## config.mk

```make
export PLATFORM = sky130hd
export DESIGN_NAME = bbc_back_flat
export DESIGN_NICKNAME = d
export VERILOG_FILES = /design/src/rtl/bbc_pkg.sv /design/src/rtl/bbc_if.sv /design/src/rtl/bbc_back.sv /design/src/flat_wrapper.sv
export SDC_FILE = /design/constraint.sdc
export NUM_CORES = 1
export LEC_CHECK = 0
export ABC_CLOCK_PERIOD_IN_PS = 4680
export BUFFER_PORTS_ARGS = -buffer_cell sky130_fd_sc_hd__buf_2
export CAP_MARGIN = 20
export CORE_ASPECT_RATIO = 1.4
export CORE_UTILIZATION = 50
export CTS_CLUSTER_DIAMETER = 100
export DETAILED_ROUTE_END_ITERATION = 7
export PLACE_DENSITY_LB_ADDON = 0.25
export SYNTH_ARGS = -nofsm -noshare
export SYNTH_HDL_FRONTEND = slang
export SYNTH_SLANG_ARGS = --single-unit
```

## constraint.sdc

```tcl
create_clock -name clock -period 4.68 [get_ports clock]
set_input_delay 0.234 -clock clock [delete_from_list [all_inputs] [get_ports clock]]
set_output_delay 0.234 -clock clock [all_outputs]
set_load 0.02 [all_outputs]
```

## src/rtl/bbc_pkg.sv

```systemverilog
// bbc_pkg: types, codes and constants of the bracket balance checker
// used by every file of the block but bbc_if; depends on nothing

package bbc_pkg;

   // default stack capacity, in kinds
   localparam int unsigned STACK_DEPTH_DEF = 128;

   // entries of the queue between front and back (a power of two)
   localparam int unsigned QUEUE_DEPTH = 2;

   // bracket characters
   localparam logic [7:0] CHAR_OPEN_ROUND   = 8'h28; // (
   localparam logic [7:0] CHAR_OPEN_CURLY   = 8'h7b; // {
   localparam logic [7:0] CHAR_OPEN_SQUARE  = 8'h5b; // [
   localparam logic [7:0] CHAR_CLOSE_ROUND  = 8'h29; // )
   localparam logic [7:0] CHAR_CLOSE_CURLY  = 8'h7d; // }
   localparam logic [7:0] CHAR_CLOSE_SQUARE = 8'h5d; // ]

   // bracket kinds as kept on the stack
   localparam logic [1:0] KIND_ROUND  = 2'd0;
   localparam logic [1:0] KIND_CURLY  = 2'd1;
   localparam logic [1:0] KIND_SQUARE = 2'd2;
   localparam logic [1:0] KIND_NONE   = 2'd3;

   typedef enum logic [2:0] {
      ST_OK       = 3'd0,
      ST_MISMATCH = 3'd1,
      ST_EMPTY    = 3'd2,
      ST_UNCLOSED = 3'd3,
      ST_OVERFLOW = 3'd4
   } status_type;

   typedef enum logic [1:0] {
      OP_NONE = 2'd0,
      OP_PUSH = 2'd1,
      OP_POP  = 2'd2
   } op_type;

   // one classified word as it travels from front to back
   typedef struct packed {
      op_type     op;
      logic [1:0] kind;
      logic       last;
   } cmd_type;

   // back-end status seen by the top level
   typedef struct packed {
      logic fire;
      logic last;
      logic empty;
   } back_stat_type;

endpackage

```

## src/rtl/bbc_if.sv

```systemverilog


interface bbc_rsp_if;
   logic       valid;
   logic       ready;
   logic       balanced;
   logic [2:0] status;

   modport source (output valid, output balanced, output status, input ready);
   modport sink   (input valid, input balanced, input status, output ready);
endinterface

```

## src/rtl/bbc_back.sv

```systemverilog
// bbc_back: bracket stack, sticky failure code and result register
// depends on bbc_pkg and bbc_rsp_if

module bbc_back #(
   parameter int unsigned STACK_DEPTH = bbc_pkg::STACK_DEPTH_DEF
) (
   input  logic                   clock,
   input  logic                   reset,
   input  logic                   deq_valid,
   input  bbc_pkg::cmd_type       deq_cmd,
   output logic                   deq_ready,
   bbc_rsp_if.source              rsp,
   output bbc_pkg::back_stat_type stat
);

   localparam int unsigned CW = $clog2(STACK_DEPTH + 1);
   localparam int unsigned IW = $clog2(STACK_DEPTH);
   localparam logic [CW-1:0] DEPTH_COUNT = CW'(STACK_DEPTH);

   logic [1:0]          stack_mem [STACK_DEPTH];
   logic [CW-1:0]       count_ff, count_in;
   bbc_pkg::status_type fail_ff, fail_in;
   logic [1:0]          top_ff;
   logic                rsp_valid_ff, rsp_valid_in;
   logic                balanced_ff, balanced_in;
   bbc_pkg::status_type status_ff, status_in;

   logic          out_free, fire, wr_en;
   logic [CW-1:0] rd_count;
   logic [IW-1:0] rd_addr, wr_addr;
   bbc_pkg::status_type code;
   logic [CW-1:0] count_step;

   // a non-last word never waits on the result register
   assign out_free  = !rsp_valid_ff || rsp.ready;
   assign deq_ready = !deq_cmd.last || out_free;
   assign fire      = deq_valid && deq_ready;
   assign wr_addr   = count_ff[IW-1:0];

   always_comb begin
      fail_in    = fail_ff;
      count_step = count_ff;
      wr_en      = 1'b0;
      rd_count   = count_ff - 1'b1;
      if (fire && fail_ff == bbc_pkg::ST_OK) begin
         case (deq_cmd.op)
            bbc_pkg::OP_PUSH: begin
               if (count_ff == DEPTH_COUNT) begin
                  fail_in = bbc_pkg::ST_OVERFLOW;
               end else begin
                  wr_en      = 1'b1;
                  count_step = count_ff + 1'b1;
                  rd_count   = count_ff;
               end
            end
            bbc_pkg::OP_POP: begin
               if (count_ff == '0) begin
                  fail_in = bbc_pkg::ST_EMPTY;
               end else if (top_ff == deq_cmd.kind) begin
                  count_step = count_ff - 1'b1;
                  rd_count   = count_ff - 2'd2;
               end else begin
                  fail_in = bbc_pkg::ST_MISMATCH;
               end
            end
            default: begin
            end
         endcase
      end
      rd_addr = rd_count[IW-1:0];

      code = fail_in;
      if (fail_in == bbc_pkg::ST_OK && count_step != '0) begin
         code = bbc_pkg::ST_UNCLOSED;
      end

      count_in     = count_step;
      rsp_valid_in = rsp_valid_ff && !rsp.ready;
      balanced_in  = balanced_ff;
      status_in    = status_ff;
      if (fire && deq_cmd.last) begin
         count_in     = '0;
         fail_in      = bbc_pkg::ST_OK;
         rsp_valid_in = 1'b1;
         balanced_in  = (code == bbc_pkg::ST_OK);
         status_in    = code;
      end
   end

   always_ff @(posedge clock) begin
      if (reset) begin
         count_ff     <= '0;
         fail_ff      <= bbc_pkg::ST_OK;
         rsp_valid_ff <= 1'b0;
      end else begin
         count_ff     <= count_in;
         fail_ff      <= fail_in;
         rsp_valid_ff <= rsp_valid_in;
      end
   end

   always_ff @(posedge clock) begin
      balanced_ff <= balanced_in;
      status_ff   <= status_in;
   end

   // stack memory: one write, one registered read of the next top
   always_ff @(posedge clock) begin
      if (wr_en) begin
         stack_mem[wr_addr] <= deq_cmd.kind;
      end
   end

   always_ff @(posedge clock) begin
      if (wr_en) begin
         top_ff <= deq_cmd.kind;
      end else begin
         top_ff <= stack_mem[rd_addr];
      end
   end

   assign rsp.valid    = rsp_valid_ff;
   assign rsp.balanced = balanced_ff;
   assign rsp.status   = status_ff;

   assign stat.fire  = fire;
   assign stat.last  = deq_cmd.last;
   assign stat.empty = (count_ff == '0);

endmodule

```

## src/flat_wrapper.sv

```systemverilog
// flat-port wrapper written by rule: the top's interface ports become plain ports
module bbc_back_flat 
#(
   parameter int unsigned STACK_DEPTH = bbc_pkg::STACK_DEPTH_DEF
)
  (clock, reset, deq_valid, deq_cmd, deq_ready, stat, rsp_valid, rsp_balanced, rsp_status, rsp_ready);
  bbc_rsp_if rsp_i ();
  input  logic clock;
  input  logic reset;
  input  logic deq_valid;
  input  bbc_pkg::cmd_type deq_cmd;
  output logic deq_ready;
  output bbc_pkg::back_stat_type stat;
  output wire logic [$bits(rsp_i.valid)-1:0] rsp_valid;
  output wire logic [$bits(rsp_i.balanced)-1:0] rsp_balanced;
  output wire logic [$bits(rsp_i.status)-1:0] rsp_status;
  input wire logic [$bits(rsp_i.ready)-1:0] rsp_ready;
  assign rsp_valid = rsp_i.valid;
  assign rsp_balanced = rsp_i.balanced;
  assign rsp_status = rsp_i.status;
  assign rsp_i.ready = rsp_ready;
  bbc_back #(.STACK_DEPTH(STACK_DEPTH)) u_core (.clock(clock), .reset(reset), .deq_valid(deq_valid), .deq_cmd(deq_cmd), .deq_ready(deq_ready), .rsp(rsp_i), .stat(stat));
endmodule
```

* Yosys cells after proc, flatten, opt, wreduce, memory -nomap -nowiden *
Memory sizes are Yosys's and may differ from the RTL's. A register that Yosys moved wholly into a read port is not among the register bits.
Index checks and enable logic that the tools add are counted.

storage, ports and cells
  flip-flop bits (word level) = 16
  bits in writable memories = 256
  input port bits = 9
  output and inout bits = 9
  memories kept = 1

operators by class
  add/subtract/negate cells = 3
  equal/unequal tests = 4
  muxes and demuxes = 22
  reductions and logical operators = 16

memories
  name              words  bits a word  read ports  clocked after Yosys merged registers in  wr ports  RTL line        text
  u_core.stack_mem  128    2            1           1                                        1         bbc_back.sv:20  logic [1:0] stack_mem [STACK_DEPTH];

operators with widths
  kind                                               count
  two-way mux 8 bit                                  4
  two-way mux 7 bit                                  4
  one-hot mux 8 bit (2 select lines)                 1
  two-way mux 3 bit                                  5
  one-hot mux 7 bit (2 select lines)                 1
  logical NOT 3 bit                                  3
  adder 8 x 1 -> 8 bit (second input constant)       1
  == test 8 bit (second input constant)              1
  logical NOT 8 bit                                  1
  nonzero test 8 bit                                 1
  subtractor 8 x 1 -> 8 bit (second input constant)  1
  subtractor 7 x 2 -> 7 bit (second input constant)  1
  two-way mux 1 bit                                  6
  one-hot mux 3 bit (2 select lines)                 1
  logical AND 1 bit                                  5
  logical NOT 1 bit                                  3
  == test 2 x 1 -> 1 bit (second input constant)     1
  == test 2 bit                                      1
  == test 2 bit (second input constant)              1
  logical OR 1 bit                                   2
  OR reduction 2 bit                                 1

* Longest topological paths before layout *
  depth after elaboration = 10
  gate-level depth with buffers = 14
  gate-level depth less buffers = 12

* Least setup slack after synthesis *
Ideal clock, no wire load.

  kind = register -> register
  start = register with a tool-made name
  end = register u_core.status_ff[0] (netlist: u_core.rsp.status[0]) (data pin)
  setup time = 272 ps
  arrival = 3,214 ps
  data required time = 4,408 ps
  path slack = 1,194 ps
  stages on the path, launching flop included = 15
  cells stage by stage = dfxtp_1 buf_4 buf_4 buf_2 buf_2 mux2i_1 nand2_1 nand3_1 a41oi_1 nor4_4 xor2_2 nand2_2 a2111oi_0 nor4b_2 a22oi_1

RTL lines
  element               RTL line         text
  to (signal assigned)  bbc_back.sv:104  status_ff <= status_in;
  to (decl)             bbc_back.sv:26   bbc_pkg::status_type status_ff, status_in;

==> run_results.csv <==
group,metric,value,unit
synthesis,synth_top_area_share,61.9,%
synthesis,yosysSeqAreaShare,65.0,%
cts,clkLatencyLatePin,0.54,ns
synthesis,synth_area,12600,um2
power,peakVddDrop,0.317,mV
timing,setup_viol,0,
cts,cts_setup_buffers,0,
timing,clock-skew-final,0.0278,ns
finish,nNetsFinal,958,
global_route,grt_use_met1,30.2,%
routing,wire_per_inst,23.3,um
hold_path,holdCritStartpoint,"deq_cmd[1]",
global_route,antenna_found_initial,0,
setup_path,cp_data_arrival_time,4.36,ns
timing,hold_violations,0,
setup_path,crit_chain,"buf_4 -> buf_4 -> mux2i_1 -> a22oi_1 -> nand3_1 -> a41oi_1 -> nor4_4 -> xor2_2 -> a311oi_1 -> a2111oi_0 -> nor4b_2 -> a22oi_1",
synthesis,synth_area_leaders,"edfxtp_1 (62%), nor2_1 (5.0%), mux4_2 (4.8%)",
timing,relSlewSlack,37.2,%
setup_path,crit_buf_inv,2,
routing,dr.pass1.iters,6,
routing,vias,7911,
timing,worst_slew_pin_slew,0.943,ns
die,design.die.area,25900,um2
setup_path,critical-path-top-delay-family,"compound AO/OA/AOI/OAI gates",
timing,final.min_clock_period,4.09,ns
placement,io_buffer_count,17,
cts,cts_tree,"yes",
timing,rsz0062_at_grt,"no",
global_route,grtUsageMet2,41.3,%
die,core_area,24700,um2
synthesis,ys_async_sr_fraction,0,%
synthesis,yosysTopAreaCell,"edfxtp_1",
routing,post_drt_via_cell_ratio,6.21,
finish,diodes,0,
die,rows,68,
synthesis,netlist_instances,912,
global_route,top_usage_layer,"met2",
power,cellLeakagePower,4.75,nW
setup_path,worstPathRequired,4.94,ns
setup_path,crit_slowest_cell,"dfxtp_4",
global_route,grt_use_met3,3.62,%
synthesis,synthesis.nets,930,
setup_path,startpoint_type,"register",
routing,routed_wl,29.7,mm
die,die_w,136,um
finish,drive_gt1_share,14.8,%
global_route,overflow,0,
finish,multi_input_area,4100,um2
finish,syn_to_final_growth,10.3,%
die,ios,18,
global_route,grt_pass1_vias,8003,
synthesis,synth_most_common_cell,"edfxtp_1",
setup_path,cp_slowest_stage_delay,0.71,ns
cts,clock_sinks,279,
die,fp.dieH,190,um
cts,cts.reportedPaths.clkPinSlew,0.06,ns
timing,setup-tns-final,0,ns
routing,drtIter0Drc,738,
finish,n_fill_cell,2032,
finish,register_area,8190,um2
placement,dp_hpwl,19.4,mm
cts,h-tree-depth,1,
timing,slew_viol_final,0,
placement,place_inst,1225,
flow_run,maxCapViolCount,0,
cts,root_buffer,"clkbuf_16",
synthesis,ys_types,77,
timing,fmax,0.244,GHz
timing,fin_crit_sh,87.5,%
synthesis,synth_edf_count,260,
power,p_per_area,457,nW/um2
routing,drc,0,
synthesis,ys_ff_latch,279,
global_route,grt_usage,24.0,%
cts,cts_buffer_depth,3,
status,run_status,"finished clean",
synthesis,synth_commonest_cells,"edfxtp_1 (260), nor2_1 (168), mux2i_1 (58)",
hold_path,min_path_type,"primary input to register",
synthesis,yosysWarnings,0,
cts,cts_inserted_buffers,26,
die,initial_core_util,51.1,%
global_route,grt_max_degree,98,
routing,postRouteAntennaNets,0,
setup_path,path_max_fanout,33,
placement,place_congestion,0.989,
synthesis,syn_area_per_cell,13.8,um2
synthesis,synthFlopType,"edfxtp_1",
setup_path,critical_path_class,"register to register",
finish,fin_cells,1274,
setup_path,cp-end-kind,"register",
global_route,grt_first_pass_wirelength,46.0,mm
-- path summary, 6_finish.rpt --
| path | slack, ns | to | cells after the start |
|---|---|---|---|
| hold / removal | 0.17 | u_core.stack_mem[95][0] | 1 |
| hold reg to reg | 0.55 | u_core.fail_ff[2] | 2 |
| setup reg to reg | 0.59 | u_core.rsp.status[0] | 12 |
| setup / recovery | 0.59 | u_core.rsp.status[0] | 12 |
-- kinds of logic (layout without fill, tap and decap cells) --
| family | Yosys count | after routing | synth area share (%) |
|---|---|---|---|
| xor gates and xnor gates | 10 | 10 | 1.11 |
| DFF | 279 | 279 | 65.0 |
| AOI/OAI and AO/OA | 128 | 128 | 7.13 |
| and+or+nand+nor | 319 | 319 | 11.6 |
| muxes | 100 | 100 | 11.8 |
| buffers and inverters | 67 | 114 | 2.49 |
| adders and majority gates | 9 | 9 | 0.893 |
-- routing by layer --
| layer | share of wire, % | vias to the layer above | wire length, um |
|---|---|---|---|
| li1 | - | 3551 | - |
| met1 | 39 | 3966 | 11700 |
| met2 | 51 | 311 | 15100 |
| met3 | 5.8 | 83 | 1730 |
| met4 | 4.0 | 0 | 1190 |
| met5 | 0 | - | 0 |
-- where the power goes --
part           switching, W  total [W]  leakage [nW]  internal, W
Sequential        0.0000882    0.00287          2.49      0.00278
Clock              0.000884    0.00195         0.377      0.00107
Combinational      0.000939    0.00153          1.88     0.000594
-- through the flow --
stage | setup WS [ns] | hold slack, ns | power, W | area, um2 | util, %
finish | 0.586 | 0.170 | 0.00636 | 13900 | 56.3
global placement | 0.667 | 0.404 | 0.00442 | 13100 | 53.1
detailed placement | 0.625 | 0.418 | 0.00443 | 13100 | 53.1
CTS | 0.591 | 0.164 | 0.00637 | 13900 | 56.3
global route | 0.246 | 0.176 | 0.00658 | 13900 | 56.3
floorplan | 1.19 | 0.303 | 0.00399 | 12600 | -
-- sequential cells by signal (all words and copies together) (netlist names), named ones only --
register	cells
u_core.rsp.status	3
u_core.count_ff	8
u_core.rsp.valid	1
u_core.fail_ff	3
u_core.rsp.balanced	1
u_core.stack_mem	256
-- area by class of cell --
| cell class | count | share of cell area, % |
|---|---|---|
| clock buffer | 35 | 5.14 |
| clock inverter | 12 | 0.495 |
| inverter | 12 | 0.324 |
| multi-input combinational | 566 | 29.5 |
| sequential | 279 | 58.9 |
| tap | 315 | 2.84 |
| timing repair buffer | 55 | 2.74 |
-- repair_timing --
action | 4_1_cts | 5_1_grt
resized for setup | 0 | 0
hold endpoints to repair | 1 | 0
setup endpoints to repair | 0 | 0
hold buffers | 2 | 0
-- placed cells by master (no fill, tap or decap), types with 3 or more instances in the layout --
master and instances:
nor2b_1 16, dfxtp_1 16, xor2_1 3, clkinv_2 3, mux4_1 9, nand3b_1 3
nand4_1 4, a21oi_1 25, nor4_1 5, mux2_2 5, edfxtp_1 260, nor2_1 168
buf_4 38, clkbuf_8 3, o21ai_0 18, clkbuf_1 6, mux4_2 27, nand3_1 36
o211ai_1 4, clkbuf_16 26, mux2i_1 58, nand2_1 43, nand2b_1 5, clkinv_1 7
o221ai_1 3, and2_1 4, xnor2_1 3, and3_1 8, ha_1 9, buf_2 15
or2_2 3, nor3_1 12, a31oi_1 13, inv_1 11, a41oi_1 4, a211oi_1 7
a22oi_1 25, o22ai_1 4
Note: power is estimated with default switching activity, not from simulation.
